$ cat src/rtl/itoa_pkg.sv
// Shared constants, command and status types for the integer to ASCII converter.
`timescale 1ns / 1ps
`default_nettype none

package itoa_pkg;

   localparam int VALUE_W     = 64;
   localparam int DIGIT_SLOTS = 20;
   localparam int MAX_DIGITS  = 20;
   localparam int POS_W       = $clog2(DIGIT_SLOTS);
   localparam int COUNT_W     = POS_W + 1;
   localparam int SHIFT_W     = $clog2(VALUE_W);
   localparam int HEX_DIGITS  = VALUE_W / 4;

   localparam logic [7:0] CH_NUL   = 8'h00;
   localparam logic [7:0] CH_MINUS = 8'h2D;
   localparam logic [7:0] CH_ZERO  = 8'h30;
   localparam logic [7:0] CH_ALPHA = 8'h41;

   typedef enum logic [1:0] {
      SEL_DIGIT,
      SEL_SIGN,
      SEL_NUL,
      SEL_OVF
   } out_sel_type;

   typedef struct packed {
      logic        load_in;
      logic        dd_step;
      logic        scan_dec;
      logic        pos_dec;
      logic        out_load;
      out_sel_type out_sel;
   } cmd_type;

   typedef struct packed {
      logic hex;
      logic neg;
      logic conv_last;
      logic scan_stop;
      logic too_big;
      logic pos_zero;
      logic out_free;
   } status_type;

   function automatic logic [7:0] hex_char(input logic [3:0] d);
      logic [7:0] r;
      if (d < 4'd10) begin
         r = CH_ZERO + {4'd0, d};
      end else begin
         r = CH_ALPHA + {4'd0, d} - 8'd10;
      end
      return r;
   endfunction

endpackage

`default_nettype wire

$ cat src/rtl/integer_to_ascii_converter.sv
// Top level: 64-bit integer to decimal or hex ASCII string, emitted one character at a time.
//
//   channel | direction | ports
//   --------+-----------+-----------------------------------------------------
//   req     | in        | req_valid, req_stall, req_value, req_is_signed,
//           |           | req_base_hex, req_buf_size
//   rsp     | out       | rsp_valid, rsp_stall, rsp_ch, rsp_last, rsp_overflow
//
// Decimal items take a load, the shift-add-3 loop over all 64 input bits and the scan,
// then one character per cycle while rsp_stall is low; hex items skip the shift loop.
// The scan walks the digit store from the top down to find the leading digit.
// Reset is synchronous; the block takes a new item only when the previous one is done.
// A stalled result holds in the output register and halts character output.
`timescale 1ns / 1ps
`default_nettype none

module integer_to_ascii_converter
   import itoa_pkg::*;
(
   input  wire logic               clock,
   input  wire logic               reset,
   input  wire logic               req_valid,
   output logic                    req_stall,
   input  wire logic [VALUE_W-1:0] req_value,
   input  wire logic               req_is_signed,
   input  wire logic               req_base_hex,
   input  wire logic [7:0]         req_buf_size,
   output logic                    rsp_valid,
   input  wire logic               rsp_stall,
   output logic [7:0]              rsp_ch,
   output logic                    rsp_last,
   output logic                    rsp_overflow
);

   cmd_type    cmd;
   status_type status;

   itoa_ctrl u_ctrl (
      .clock     (clock),
      .reset     (reset),
      .req_valid (req_valid),
      .req_stall (req_stall),
      .status    (status),
      .cmd       (cmd)
   );

   itoa_datapath u_datapath (
      .clock         (clock),
      .reset         (reset),
      .req_value     (req_value),
      .req_is_signed (req_is_signed),
      .req_base_hex  (req_base_hex),
      .req_buf_size  (req_buf_size),
      .cmd           (cmd),
      .status        (status),
      .rsp_valid     (rsp_valid),
      .rsp_stall     (rsp_stall),
      .rsp_ch        (rsp_ch),
      .rsp_last      (rsp_last),
      .rsp_overflow  (rsp_overflow)
   );

endmodule

`default_nettype wire

$ cat src/rtl/itoa_datapath.sv
// Datapath: magnitude, shift-add-3 conversion, digit store, scan pointer and output register.
`timescale 1ns / 1ps
`default_nettype none

module itoa_datapath
   import itoa_pkg::*;
(
   input  wire logic                clock,
   input  wire logic                reset,
   input  wire logic [VALUE_W-1:0]  req_value,
   input  wire logic                req_is_signed,
   input  wire logic                req_base_hex,
   input  wire logic [7:0]          req_buf_size,
   input  wire cmd_type             cmd,
   output status_type              status,
   output logic                     rsp_valid,
   input  wire logic                rsp_stall,
   output logic [7:0]               rsp_ch,
   output logic                     rsp_last,
   output logic                     rsp_overflow
);

   logic [VALUE_W-1:0] mag_ff, mag_in;
   logic [3:0]         dig_ff [DIGIT_SLOTS];
   logic [3:0]         dig_in [DIGIT_SLOTS];
   logic [3:0]         adj    [DIGIT_SLOTS];
   logic [POS_W-1:0]   pos_ff, pos_in;
   logic [SHIFT_W-1:0] cnt_ff, cnt_in;
   logic               neg_ff, neg_in;
   logic               sgn_ff, sgn_in;
   logic               hex_ff, hex_in;
   logic               zero_ff, zero_in;
   logic [7:0]         cap_ff, cap_in;
   logic               rsp_valid_ff, rsp_valid_in;
   logic [7:0]         ch_ff, ch_in;
   logic               last_ff, last_in;
   logic               ovf_ff, ovf_in;
   logic [COUNT_W-1:0] n_digits;
   logic [7:0]         need;
   logic               neg_req;

   assign neg_req = req_is_signed & req_value[VALUE_W-1];

   always_comb begin
      mag_in  = mag_ff;
      pos_in  = pos_ff;
      cnt_in  = cnt_ff;
      neg_in  = neg_ff;
      sgn_in  = sgn_ff;
      hex_in  = hex_ff;
      zero_in = zero_ff;
      cap_in  = cap_ff;
      for (int i = 0; i < DIGIT_SLOTS; i++) begin
         adj[i]    = (dig_ff[i] >= 4'd5) ? dig_ff[i] + 4'd3 : dig_ff[i];
         dig_in[i] = dig_ff[i];
      end
      if (cmd.load_in) begin
         mag_in  = neg_req ? (~req_value) + {{(VALUE_W-1){1'b0}}, 1'b1} : req_value;
         neg_in  = neg_req;
         sgn_in  = req_is_signed;
         hex_in  = req_base_hex;
         zero_in = (req_value == '0);
         cap_in  = req_buf_size;
         cnt_in  = '0;
         pos_in  = POS_W'(DIGIT_SLOTS - 1);
         for (int i = 0; i < DIGIT_SLOTS; i++) begin
            dig_in[i] = 4'd0;
         end
         if (req_base_hex) begin
            for (int i = 0; i < HEX_DIGITS; i++) begin
               dig_in[i] = mag_in[i*4 +: 4];
            end
         end
      end else if (cmd.dd_step) begin
         dig_in[0] = {adj[0][2:0], mag_ff[VALUE_W-1]};
         for (int i = 1; i < DIGIT_SLOTS; i++) begin
            dig_in[i] = {adj[i][2:0], adj[i-1][3]};
         end
         mag_in = {mag_ff[VALUE_W-2:0], 1'b0};
         cnt_in = cnt_ff + SHIFT_W'(1);
      end
      if (cmd.scan_dec || cmd.pos_dec) begin
         pos_in = pos_ff - POS_W'(1);
      end
   end

   assign n_digits = {1'b0, pos_ff} + COUNT_W'(1);
   assign need     = {{(8-COUNT_W){1'b0}}, n_digits} + (sgn_ff ? 8'd2 : 8'd1);

   always_comb begin
      status.hex       = hex_ff;
      status.neg       = neg_ff;
      status.conv_last = (cnt_ff == {SHIFT_W{1'b1}});
      status.scan_stop = (dig_ff[pos_ff] != 4'd0) || (pos_ff == '0);
      status.too_big   = !zero_ff &&
                         ((n_digits > COUNT_W'(MAX_DIGITS)) || (cap_ff < need));
      status.pos_zero  = (pos_ff == '0);
      status.out_free  = !rsp_valid_ff || !rsp_stall;
   end

   always_comb begin
      rsp_valid_in = rsp_valid_ff && rsp_stall;
      ch_in        = ch_ff;
      last_in      = last_ff;
      ovf_in       = ovf_ff;
      if (cmd.out_load) begin
         rsp_valid_in = 1'b1;
         unique case (cmd.out_sel)
            SEL_DIGIT: begin
               ch_in   = hex_char(dig_ff[pos_ff]);
               last_in = 1'b0;
               ovf_in  = 1'b0;
            end
            SEL_SIGN: begin
               ch_in   = CH_MINUS;
               last_in = 1'b0;
               ovf_in  = 1'b0;
            end
            SEL_NUL: begin
               ch_in   = CH_NUL;
               last_in = 1'b1;
               ovf_in  = 1'b0;
            end
            SEL_OVF: begin
               ch_in   = CH_NUL;
               last_in = 1'b1;
               ovf_in  = 1'b1;
            end
            default: begin
               ch_in   = CH_NUL;
               last_in = 1'b1;
               ovf_in  = 1'b0;
            end
         endcase
      end
   end

   always_ff @(posedge clock) begin
      if (reset) begin
         rsp_valid_ff <= 1'b0;
         cnt_ff       <= '0;
         pos_ff       <= '0;
      end else begin
         rsp_valid_ff <= rsp_valid_in;
         cnt_ff       <= cnt_in;
         pos_ff       <= pos_in;
      end
   end

   always_ff @(posedge clock) begin
      mag_ff  <= mag_in;
      neg_ff  <= neg_in;
      sgn_ff  <= sgn_in;
      hex_ff  <= hex_in;
      zero_ff <= zero_in;
      cap_ff  <= cap_in;
      ch_ff   <= ch_in;
      last_ff <= last_in;
      ovf_ff  <= ovf_in;
      for (int i = 0; i < DIGIT_SLOTS; i++) begin
         dig_ff[i] <= dig_in[i];
      end
   end

   assign rsp_valid    = rsp_valid_ff;
   assign rsp_ch       = ch_ff;
   assign rsp_last     = last_ff;
   assign rsp_overflow = ovf_ff;

endmodule

`default_nettype wire

$ cat src/rtl/itoa_ctrl.sv
// Controller state machine: sequences load, conversion, digit scan and character output.
`timescale 1ns / 1ps
`default_nettype none

module itoa_ctrl
   import itoa_pkg::*;
(
   input  wire logic       clock,
   input  wire logic       reset,
   input  wire logic       req_valid,
   output logic            req_stall,
   input  wire status_type status,
   output cmd_type         cmd
);

   typedef enum logic [2:0] {
      ST_IDLE,
      ST_CONV,
      ST_SCAN,
      ST_OVF,
      ST_SIGN,
      ST_DIGITS,
      ST_TERM
   } state_type;

   state_type state_ff, state_in;

   assign req_stall = (state_ff != ST_IDLE);

   always_comb begin
      state_in     = state_ff;
      cmd.load_in  = 1'b0;
      cmd.dd_step  = 1'b0;
      cmd.scan_dec = 1'b0;
      cmd.pos_dec  = 1'b0;
      cmd.out_load = 1'b0;
      cmd.out_sel  = SEL_NUL;
      unique case (state_ff)
         ST_IDLE: begin
            if (req_valid) begin
               cmd.load_in = 1'b1;
               state_in    = ST_CONV;
            end
         end
         ST_CONV: begin
            if (status.hex) begin
               state_in = ST_SCAN;
            end else begin
               cmd.dd_step = 1'b1;
               if (status.conv_last) begin
                  state_in = ST_SCAN;
               end
            end
         end
         ST_SCAN: begin
            if (status.scan_stop) begin
               if (status.too_big) begin
                  state_in = ST_OVF;
               end else if (status.neg) begin
                  state_in = ST_SIGN;
               end else begin
                  state_in = ST_DIGITS;
               end
            end else begin
               cmd.scan_dec = 1'b1;
            end
         end
         ST_OVF: begin
            if (status.out_free) begin
               cmd.out_load = 1'b1;
               cmd.out_sel  = SEL_OVF;
               state_in     = ST_IDLE;
            end
         end
         ST_SIGN: begin
            if (status.out_free) begin
               cmd.out_load = 1'b1;
               cmd.out_sel  = SEL_SIGN;
               state_in     = ST_DIGITS;
            end
         end
         ST_DIGITS: begin
            if (status.out_free) begin
               cmd.out_load = 1'b1;
               cmd.out_sel  = SEL_DIGIT;
               if (status.pos_zero) begin
                  state_in = ST_TERM;
               end else begin
                  cmd.pos_dec = 1'b1;
               end
            end
         end
         ST_TERM: begin
            if (status.out_free) begin
               cmd.out_load = 1'b1;
               cmd.out_sel  = SEL_NUL;
               state_in     = ST_IDLE;
            end
         end
         default: begin
            state_in = ST_IDLE;
         end
      endcase
   end

   always_ff @(posedge clock) begin
      if (reset) begin
         state_ff <= ST_IDLE;
      end else begin
         state_ff <= state_in;
      end
   end

endmodule

`default_nettype wire
$ cat config.mk
export PLATFORM = sky130hd
export DESIGN_NAME = integer_to_ascii_converter
export DESIGN_NICKNAME = d
export VERILOG_FILES = /design/src/rtl/itoa_pkg.sv /design/src/rtl/integer_to_ascii_converter.sv /design/src/rtl/itoa_datapath.sv /design/src/rtl/itoa_ctrl.sv
export SDC_FILE = /design/constraint.sdc
export NUM_CORES = 1
export LEC_CHECK = 0
export BUFFER_PORTS_ARGS = -buffer_cell sky130_fd_sc_hd__buf_2
export CAP_MARGIN = 20
export CORE_MARGIN = 1
export CORE_UTILIZATION = 30
export CTS_BUF_LIST = sky130_fd_sc_hd__clkbuf_4 sky130_fd_sc_hd__clkbuf_8
export CTS_CLUSTER_SIZE = 25
export DETAILED_ROUTE_END_ITERATION = 7
export SYNTH_ARGS = -nofsm -noshare
export SYNTH_HDL_FRONTEND = slang
export SYNTH_HIERARCHICAL = 1
export SYNTH_SLANG_ARGS = --single-unit
$ cat constraint.sdc
create_clock -name clock -period 8 [get_ports clock]
set_input_delay 0.8 -clock clock [delete_from_list [all_inputs] [get_ports clock]]
set_output_delay 0.8 -clock clock [all_outputs]
set_load 0.005 [all_outputs]
After elaboration in Yosys (flattened, before gate mapping)
Memory sizes are Yosys's and may differ from the RTL's. A register that Yosys moved wholly into a read port is not among the register bits.
Index checks and enable logic that the tools add are counted.
- RAM bits: 80
- output and inout bits: 12
- word-level logic and storage cells: 167
- latch bits: 0
- memories: 1
- memory bits (read-only): 0
- register bits: 101
- memories (name ; words ; width ; rd ports ; clocked after memory_dff ; write ports ; RTL line ; text):
    u_datapath.dig_ff ; 20 ; 4 ; 21 ; 1 ; 20 ; itoa_datapath.sv:24 ; logic [3:0] dig_ff [DIGIT_SLOTS];
- mux-type cells: 60
- order comparisons: 23
- $add $sub $neg: 28
- divide/modulo/power cells: 0
- shift-type cells: 0
- reductions and logical operators: 23
- bitwise gates (word level): 2
- eq/ne operators: 17
- multiply operators: 0
- operator list (cell ; count):
    64-bit 2-to-1 mux ; 4
    80-bit 2-to-1 mux ; 2
    4-bit by 3-bit greater-or-equal comparator with 1-bit output, second input constant ; 20
    4-bit 2-to-1 mux ; 20
    4-bit by 2-bit adder with 4-bit output, second input constant ; 19
    64-bit by 1-bit adder with 64-bit output, second input constant ; 1
    64-bit logical NOT ; 1
    64-bit NOT ; 1
    3-bit 2-to-1 mux ; 13
    8-bit case mux with 3 select lines ; 1
    5-bit 2-to-1 mux ; 4
    3-bit case mux with 6 select lines ; 1
    3-bit case mux with 4 select lines ; 1
    1-bit 2-to-1 mux ; 10
    2-bit inequality test, second input constant ; 5
    3-bit == test, second input constant ; 3
    6-bit by 8-bit adder with 8-bit output ; 1
    7-bit by 4-bit adder with 8-bit output, first input constant ; 1
    8-bit < comparator ; 1
    8-bit 2-to-1 mux ; 1
    2-bit OR reduction ; 4
    8-bit by 4-bit subtractor with 8-bit output, second input constant ; 1
    6-bit by 4-bit adder with 7-bit output, first input constant ; 1
    7-bit AND reduction ; 1
    26 further kinds ; 36

Longest topological paths before layout
Gate-level depths: netlist of run 1.
- depth in word-level cells: 8
- gate-level depth with buffers: 17

Cells and area by module
Netlist of run 1, hierarchy kept.
- by module, submodules not included (module ; cells an instance ; area an instance (sq um) ; times used):
    itoa_datapath ; 1126 ; 11202.0 ; 1
    itoa_ctrl ; 50 ; 352.8 ; 1

Least setup slack after synthesis of run 1
OpenSTA, ideal clock, no wires.
- path kind: flip-flop to flip-flop
- start: reg with a tool-made name
- end: reg with a tool-made name
- data required time: 7.898 ns
- arrival: 4.014 ns
- path slack: 3.883 ns
- stages on the path, launching flop included: 14
- path buffers: 4
- cells stage by stage: dfxtp_1 clkbuf_1 buf_1 buf_2 mux4_2 mux4_2 mux2i_1 ha_1 or4b_2 nor4_1 or2_2 clkbuf_1 a21oi_1 a311oi_1

==> metrics.cfg, run 1 <==
[sta]
grt_setup_unrepaired=false
post-route-period-util_pct=55.32
hold_violations=0
skew_ns=0.01638
min_period_ns=4.426
drv_slew=0
slew_headroom_pct=34.64
setup_viol=0
fin_ws_ns=3.574
whs_ns=0.4679
tns_ns=0
tightest_slew_ns=0.9793
max_freq_mhz=226.0

[logic_synthesis]
yosys-top-cells-count=a21oi_1, edfxtp_1, nor2_1, inv_1, xnor2_1
synth_area_um2=11550
synth_compound_area_share_pct=16.61
synth-seq-area-share_pct=44.96
synth_warnings=6
synthAdderAreaFrac_pct=6.324
synth_xor_area_share_pct=7.883
synth.avg_cell_area_um2=9.826
synth_edf_count=149
synth_top_family_by_area=compound AO/OA/AOI/OAI gates
yosys.area_share.simple_pct=14.15
synth_seq_cells=185
synth_most_common_cell=a21oi_1
yosysTopAreaCellShare_pct=38.72
synthArstFlopShare_pct=0
synth_fp_nets=1311
syn-instance-count=1176
synthMuxAreaShare_pct=5.382
ys_types=68
yosys.area.top_type=edfxtp_1
synth-main-ff-cell=edfxtp_1
synthTopCellsByArea=edfxtp_1, a21oi_1, dfxtp_1, ha_1, xnor2_1

[clock_tree]
cts_setup_buffers=0
cts_tree=done
postCtsHoldBufs=0
clk_pin_slew_ns=0.09
clockBufferDepth=2
clk_latency_ns=0.51
cts_buffers=17
cts_resized=0
cts.sinks=185
root_buffer=clkbuf_8
htree_levels=4

[setup_path]
reg2reg_slack_ns=3.57
worst_setup_path_start_kind=register
critPathBufInv=0
required_ns=8.39
slowest_delay_ns=0.95
path_max_fanout=16
critPathArrivalTime_ns=4.82
cp_cell_sequence=mux4_2 -> mux4_2 -> mux2i_1 -> ha_1 -> or4b_2 -> nor4_1 -> or2_2 -> a21oi_1 -> a311oi_1
slowest_stage=dfxtp_1
crit_top_cell=mux4_2
cp_top_family=multiplexers
cp-end-kind=register
crit_type=reg2reg

[detailed_routing]
dr_wl_met3_um=1552
routedLengthMet1_um=13930
drt_iter0_drc=664
avgViaCountPerCell=5.207
postRouteAntennaNets=0
drc=0
vias=9128
totalWireLength_um=29470
wl_per_cell_um=16.81
wl_met2_um=13490
drtPass1Iterations=5
top_layer=met4

[final_layout]
drive_gt1_share_pct=13.30
area_growth_syn_to_layout_pct=11.59
fillers=3816
nets=1363
stdcell_count=1753

[place]
dpl_worst_slack_ns=3.378
detailed_place_hpwl_um=21030
io_buffers=88
place_inst=1719
place_congestion=0.8206

[min_path]
hold_class=in2reg

[global_routing]
grt_pass1_vias=8670
grt-ovfl-total=0
grt_pass1_wl_um=46740
grt_usage_pct=15.34
antenna_found_initial=0
grt_max_degree=84

[floorplan]
chipHeight_um=198.3
ios=90
core-area_um2=37760
dieArea_um2=39310
rows=71
die_x_um=198.3
start_util_pct=30.60

[power_and_ir_drop]
vdd_drop_max_uv=163.5
powerDensity_nw_per_um2=341.7
power_mw=4.405
p_leak_nw=4.563

[run_status]
status=finished, final reports clean

[job]
maxCapViolCount=0

-- path summary, 6_finish.rpt --
kind / start / depth (start not counted) / endpoint
hold reg to reg: u_datapath/dig_ff[19][3] / 2 / u_datapath/dig_ff[19][3]
setup reg to reg: register / 9 / register
hold / removal: req_buf_size[0] / 1 / u_datapath/cap_ff[0]
setup / recovery: register / 9 / register
-- layout make-up --
cell class | instances | area [um2] | share of cell area (%)
flip-flops and latches | 185 | 5195 | 40.29
well taps | 511 | 639.4 | 4.959
clock buffers | 18 | 241.5 | 1.873
clock inverters | 14 | 196.4 | 1.524
multi-input cells | 860 | 5847 | 45.35
diodes | 1 | 2.502 | 0.01941
inverters | 69 | 259.0 | 2.009
repair buffers | 95 | 513.0 | 3.979
-- power breakdown --
group          switching (mW)  internal (mW)
Clock                   0.364          0.346
Combinational            1.07          0.709
Sequential              0.322           1.60
-- cells in the final DEF (no fill, tap or decap), drive strengths merged, types with 3 or more instances in the layout --
cell type,n
clkbuf,18
buf,95
nand2b,26
o21ai,51
a31oi,11
ha,56
or3,11
o41ai,6
and3,6
a211oi,4
nand2,38
nor2,143
or2,3
nor3b,22
a21o,7
mux2,3
nand3,8
xor2,38
a311oi,3
nor3,29
dfxtp,36
o22ai,54
xnor2,66
inv,72
or4,11
o21a,4
a21oi,165
o31ai,4
mux4,19
mux2i,16
nand4,4
edfxtp,149
nor4,13
bufinv,4
o32ai,11
clkinv,6
-- worst reg2reg max path, stage by stage (launching register included) --
cell      delay [ns]
dfxtp_1         0.95
mux4_2          0.63
mux4_2          0.52
mux2i_1         0.37
ha_1            0.22
or4b_2          0.65
nor4_1          0.33
or2_2           0.27
a21oi_1         0.09
a311oi_1        0.31
-- metrics by stage --
step | cell area (um2) | util, %
after global placement | 12430 | 32.91
after floorplan | 11550 | -
after CTS | 12860 | 34.07
after global routing | 12890 | 34.14
after detailed placement | 12430 | 32.91
final | 12890 | 34.15
-- kinds of logic (layout without fill, tap and decap cells) --
family	after synthesis	after routing
multiplexers	38	38
AO/OA/AOI/OAI	332	332
buffers and inverters	131	196
other	2	3
XOR/XNOR	104	104
AND/OR/NAND/NOR	326	326
flip-flops	185	185
adder cells (fa/ha/maj)	58	58
-- routing by layer --
| metal | up-vias | GRT usage (%) |
|---|---|---|
| li1 | 4407 | - |
| met1 | 4452 | 20.97 |
| met2 | 241 | 24.13 |
| met3 | 28 | 3.236 |
| met4 | 0 | 4.680 |
| met5 | - | 0 |
-- state kept, by name, indices dropped and copies added (netlist names), named ones only --
register,count
u_datapath/cap_ff,8
u_datapath/sgn_ff,1
u_datapath/zero_ff,1
u_datapath/rsp_valid,1
u_datapath/neg_ff,1
u_ctrl/state_ff,3
u_datapath/cnt_ff,6
u_datapath/rsp_overflow,1
u_datapath/dig_ff,80
u_datapath/pos_ff,5
u_datapath/rsp_ch,7
u_datapath/hex_ff,1
u_datapath/rsp_last,1
u_datapath/mag_ff,64
Power figures use the tool's default switching activity.
==> inputs of run 2 (changes only) <==
--- a/config.mk
+++ b/config.mk
@@ -5,6 +5,7 @@
 export SDC_FILE = /design/constraint.sdc
 export NUM_CORES = 1
 export LEC_CHECK = 0
+export ABC_AREA = 1
 export BUFFER_PORTS_ARGS = -buffer_cell sky130_fd_sc_hd__buf_2
 export CAP_MARGIN = 20
 export CORE_MARGIN = 1
==> constraint.sdc (replaced) <==
create_clock -name clock -period 4.25 [get_ports clock]
set_input_delay 0.425 -clock clock [delete_from_list [all_inputs] [get_ports clock]]
set_output_delay 0.425 -clock clock [all_outputs]
set_load 0.005 [all_outputs]
==> metrics.cfg, run 2 <==
[logic_synthesis]
synth-main-ff-cell=edfxtp_1
synth-seq-area-share_pct=39.69
synth_warnings=6
synth_seq_cells=185
yosys.area.top_type=edfxtp_1
yosys-top-cells-count=nand2_1, inv_1, nand3_1, nor2_1, edfxtp_1
ys_types=50
synth_area_um2=13090
synth_fp_nets=1954
synth_most_common_cell=nand2_1
synth_edf_count=149
synth.avg_cell_area_um2=7.195
synthTopCellsByArea=edfxtp_1, nand2_1, nand3_1, inv_1, dfxtp_1
synthArstFlopShare_pct=0
syn-instance-count=1819
yosysTopAreaCellShare_pct=34.19

[sta]
setup_viol=0
hold_violations=0
post-route-period-util_pct=74.55
drv_slew=0
tightest_slew_ns=0.9862
grt_setup_unrepaired=false
min_period_ns=3.169
max_freq_mhz=315.6
slew_headroom_pct=33.95
tns_ns=0
skew_ns=0.02541

[power_and_ir_drop]
p_leak_nw=6.227
swShare_pct=45.64
clkPwrFrac_pct=13.6
p_int_mw=4.806
p_sw_mw=4.035
p_seq_share_pct=40.9
p_comb_share_pct=45.5
powerDensity_nw_per_um2=610.6
vdd_drop_max_uv=530.7

[floorplan]
rows=76
dieArea_um2=44460
die_x_um=210.9
chipHeight_um=210.9
core-area_um2=43080
ios=90
start_util_pct=30.38

[final_layout]
drive_gt1_share_pct=10.22
stdcell_count=2474
nets=2011
stdcell_area_um2=14480
final_util_pct=33.61
antenna_cells=0
largest_reg_flops=80
multiInputGateArea_um2=6724
top_regs=u_datapath/dig_ff: 80 flops, u_datapath/mag_ff: 64 flops, u_datapath/cap_ff: 8 flops
largest-register=u_datapath/dig_ff
fillers=4589
final_common_cell=nand2_1
area_growth_syn_to_layout_pct=10.63
final_cell_mix=nand2_1, inv_1, nand3_1
regArea_um2=5195

[clock_tree]
cts_resized=0
clk_latency_ns=0.49
cts.sinks=185
htree_levels=4
cts_setup_buffers=0
clk_pin_slew_ns=0.11
clockBufferDepth=2
root_buffer=clkbuf_8
cts_tree=done
postCtsHoldBufs=0
cts_buffers=17

[job]
maxCapViolCount=0

[setup_path]
path_max_fanout=6
slowest_stage=dfxtp_1
startpoint=u_datapath/pos_ff[0]
critPathArrivalTime_ns=3.58
crit_type=reg2reg
slowest_delay_ns=0.40
required_ns=4.66
worst_setup_path_start_kind=register
cp_cell_sequence=inv_1 -> ha_1 -> ha_1 -> a21oi_1 -> or2_2 -> xnor2_1 -> ha_1 -> a21oi_1 -> nand2_1 -> nand4_1 -> o311ai_0 -> a21oi_1 -> inv_1 -> o21ai_1 -> inv_1 -> nand3_1 -> nand2_1 -> nor2_1
cp-end-kind=register
reg2reg_from=u_datapath/pos_ff[0]

[global_routing]
grt-ovfl-total=0
grt_max_degree=136
grt_pass1_wl_um=62080
grt_usage_pct=17.72
antenna_found_initial=0
grt_pass1_vias=11653

[detailed_routing]
vias=12303
drt_iter0_drc=1101
wl_per_cell_um=15.68
totalWireLength_um=38800
drtPass1Iterations=6
postRouteAntennaNets=0
drc=0
avgViaCountPerCell=4.973

[place]
detailed_place_hpwl_um=29290
place_inst=2442
place_congestion=0.9337
placed_area_um2=14100
io_buffers=88

[run_status]
status=finished, final reports clean

[min_path]
min_from=req_buf_size[1]
hold_class=in2reg

==> run 2: final timing paths <==
path,endpoint,slack [ns],cells past startpoint
max reg2reg,u_ctrl/state_ff[1],1.08,18
max,u_ctrl/state_ff[1],1.08,18
min reg2reg,u_datapath/cnt_ff[1],0.49,2
min,u_datapath/cap_ff[1],0.11,1
==> run 2: power by group through the flow <==
stage               clock network [mW]  registers (mW)  logic, mW
global placement                     0            3.64       3.85
detailed placement                   0            3.65       3.98
CTS                               1.24            3.62       4.01
finish                            1.20            3.62       4.02
floorplan                            0            3.48       2.96
global route                      1.29            3.72       4.58
==> run 2: critical path: cells and delay by family (launching register included) <==
| kind | cells | cell delay [ns] |
|---|---|---|
| adders and majority gates | 3 | 0.95 |
| AOI/OAI and AO/OA | 5 | 0.70 |
| and+or+nand+nor | 6 | 0.64 |
| DFF | 1 | 0.40 |
| buffers and inverters | 3 | 0.26 |
| xor gates and xnor gates | 1 | 0.13 |
==> run 2: logic make-up after synthesis <==
kind of cell | share of synthesized area, %
simple gates | 32.16
xor+xnor | 2.008
fa+ha+maj | 5.507
other cells | 0.05738
buf+inv | 9.082
compound gates | 11.49
flops | 39.69
==> run 2: layout make-up <==
type                            instances  area share [%]
Sequential cell                       185           35.88
Tap cell                              585           5.055
Clock buffer                           18           1.668
Clock inverter                         14          0.9765
Inverter                              239           6.196
Multi-Input combinational cell       1334           46.44
Timing Repair Buffer                   99           3.785
==> run 2: per-stage QoR <==
stage / power [mW] / hold WS, ns / worst slack, ns
after global placement: 7.497 / 0.4578 / 1.206
after floorplan: 6.438 / 0.4432 / 0.2728
after global routing: 9.586 / 0.06463 / 0.7978
after CTS: 8.858 / 0.07094 / 1.071
final: 8.841 / 0.1113 / 1.081
after detailed placement: 7.633 / 0.4720 / 1.112
==> run 2: routing by layer <==
layer / up-vias / wire (um) / track usage [%]
met5: - / 0 / 0
met4: 0 / 693 / 4.223
met1: 5737 / 19100 / 25.73
li1: 6108 / - / -
met3: 35 / 2223 / 2.542
met2: 423 / 16780 / 27.55
==> inputs of run 3 (changes only) <==
--- a/config.mk
+++ b/config.mk
@@ -5,7 +5,7 @@
 export SDC_FILE = /design/constraint.sdc
 export NUM_CORES = 1
 export LEC_CHECK = 0
-export ABC_AREA = 1
+export ABC_AREA = 0
 export BUFFER_PORTS_ARGS = -buffer_cell sky130_fd_sc_hd__buf_2
 export CAP_MARGIN = 20
 export CORE_MARGIN = 1
==> constraint.sdc (replaced) <==
create_clock -name clock -period 2.9 [get_ports clock]
set_input_delay 0.29 -clock clock [delete_from_list [all_inputs] [get_ports clock]]
set_output_delay 0.29 -clock clock [all_outputs]
set_load 0.005 [all_outputs]
==> metrics.cfg, run 3 (synthesized netlist as in run 1, its figures left out) <==
[detailed_routing]
postRouteAntennaNets=0
drc=0
drtPass1Iterations=5
avgViaCountPerCell=5.008
totalWireLength_um=30530
wl_per_cell_um=15.79
drt_iter0_drc=686
vias=9685

[clock_tree]
clockBufferDepth=2
htree_levels=4
cts.sinks=185
root_buffer=clkbuf_8
clk_latency_ns=0.49
cts_tree=done
cts_buffers=17
clk_pin_slew_ns=0.10

[place]
dpl_worst_slack_ns=-0.4811
placed_area_um2=13740
io_buffers=88
place_congestion=0.8717
detailed_place_hpwl_um=22580

[setup_path]
slowest_stage=mux4_2
critPathArrivalTime_ns=3.66
required_ns=3.28
worst_setup_path_start_kind=register
path_max_fanout=9
cp-end-kind=register
crit_type=reg2reg
cp_cell_sequence=buf_12 -> mux4_2 -> mux4_2 -> mux2i_2 -> ha_2 -> or4b_4 -> nor4_4 -> or2_4 -> buf_4 -> nand2_1 -> a21oi_2 -> nor2_1
slowest_delay_ns=0.51
crit_top_cell=mux4_2
cp_top_family=multiplexers
critPathBufInv=2

[sta]
grt_setup_unrepaired=true
tightest_slew_ns=0.6793
max_freq_mhz=304.5
setup_viol=15
fin_ws_ns=-0.3836
skew_ns=0.02012
drv_slew=0
slew_headroom_pct=54.71
hold_violations=0
min_period_ns=3.284
post-route-period-util_pct=113.2
whs_ns=0.05125

[power_and_ir_drop]
vdd_drop_max_uv=433.9
powerDensity_nw_per_um2=916.2
p_leak_nw=5.466

[final_layout]
drive_gt1_share_pct=25.93
largest-register=u_datapath/dig_ff
final_cell_mix=buf_4, a21oi_1, edfxtp_1
final_common_cell=buf_4
antenna_cells=0
stdcell_area_um2=14470
regArea_um2=5200
fillers=3713
top_regs=u_datapath/dig_ff: 80 flops, u_datapath/mag_ff: 64 flops, u_datapath/cap_ff: 8 flops
multiInputGateArea_um2=5977
area_growth_syn_to_layout_pct=25.19
largest_reg_flops=80
nets=1545

[run_status]
violations=negative setup slack
status=finished with violations

[floorplan]
die_x_um=198.3
dieArea_um2=39310
start_util_pct=30.60
chipHeight_um=198.3
rows=71
core-area_um2=37760
ios=90

[global_routing]
grt-ovfl-total=0
grt_pass1_vias=9157
antenna_found_initial=0
grt_usage_pct=16.00
grt_max_degree=82
grt_pass1_wl_um=49020

[min_path]
hold_class=in2reg

[job]
maxCapViolCount=0

run 3: cell types whose count changed in the layout (fill, tap and decap cells not counted), sizes merged, moves of 64 or more:
cell,change
nand2,-487
nand3,-207
buf,+170
inv,-167
a21oi,+94
o21ai,-94
xnor2,+64
run 3: final cells by class:
class                      instances  area share (%)
timing repair buffer             277           13.65
inverter                          69           1.791
tap                              511           4.420
multi-input combinational        860           41.32
clock buffer                      17           1.618
clock inverter                    15           1.254
sequential                       185           35.95
run 3: metrics by stage:
step / TNS, ns / utilization [%] / total power, mW / instances
CTS: -3.317 / 38.21 / 13.26 / 1933
detailed placement: -19.47 / 36.40 / 11.13 / 1879
global route: -6.169 / 38.31 / 14.23 / 1934
finish: -3.906 / 38.31 / 13.25 / 1934
global placement: -18.54 / 36.40 / 10.99 / 1879
floorplan: -16.76 / - / 8.878 / 1176
run 3: path summary, 6_finish.rpt:
check	start	to	slack, ns	cells after the start
max	register	u_datapath/pos_ff[4]	-0.38	12
min	req_base_hex	u_datapath/hex_ff	0.05	1
min reg2reg	u_datapath/cnt_ff[5]	u_datapath/cnt_ff[5]	0.50	2
max reg2reg	register	u_datapath/pos_ff[4]	-0.38	12
run 3: power breakdown:
part	total [mW]	internal, mW	leakage (nW)	switching (mW)
combinational	6.42	2.95	3.53	3.48
clock	1.83	0.731	0.199	1.10
sequential	5.00	4.38	1.74	0.619
total	13.3	8.06	5.47	5.20
run 3: routing by layer:
metal,global-route usage (%),vias to the layer above,part of all wire [%]
li1,-,4775,-
met1,21.88,4669,48
met2,26.17,226,47
met3,2.913,15,4.4
met4,3.474,0,0.92
met5,0,-,0
run 3: repair_timing:
action / CTS / global route
endpoints found under the setup margin: 13 / 20
hold buffers: 8 / 0
pin swaps: 18 / 2
resized for setup: 24 / 7
endpoints found under the hold margin: 8 / 0
setup buffers: 14 / 1
run 3: worst register-to-register path: cells and delay by family (launching register included):
| kind | cells | cell delay [ns] |
|---|---|---|
| multiplexers | 3 | 1.21 |
| AND/OR/NAND/NOR | 5 | 1.03 |
| flip-flops | 1 | 0.36 |
| buffers and inverters | 2 | 0.24 |
| adder cells (fa/ha/maj) | 1 | 0.19 |
| AO/OA/AOI/OAI | 1 | 0.15 |
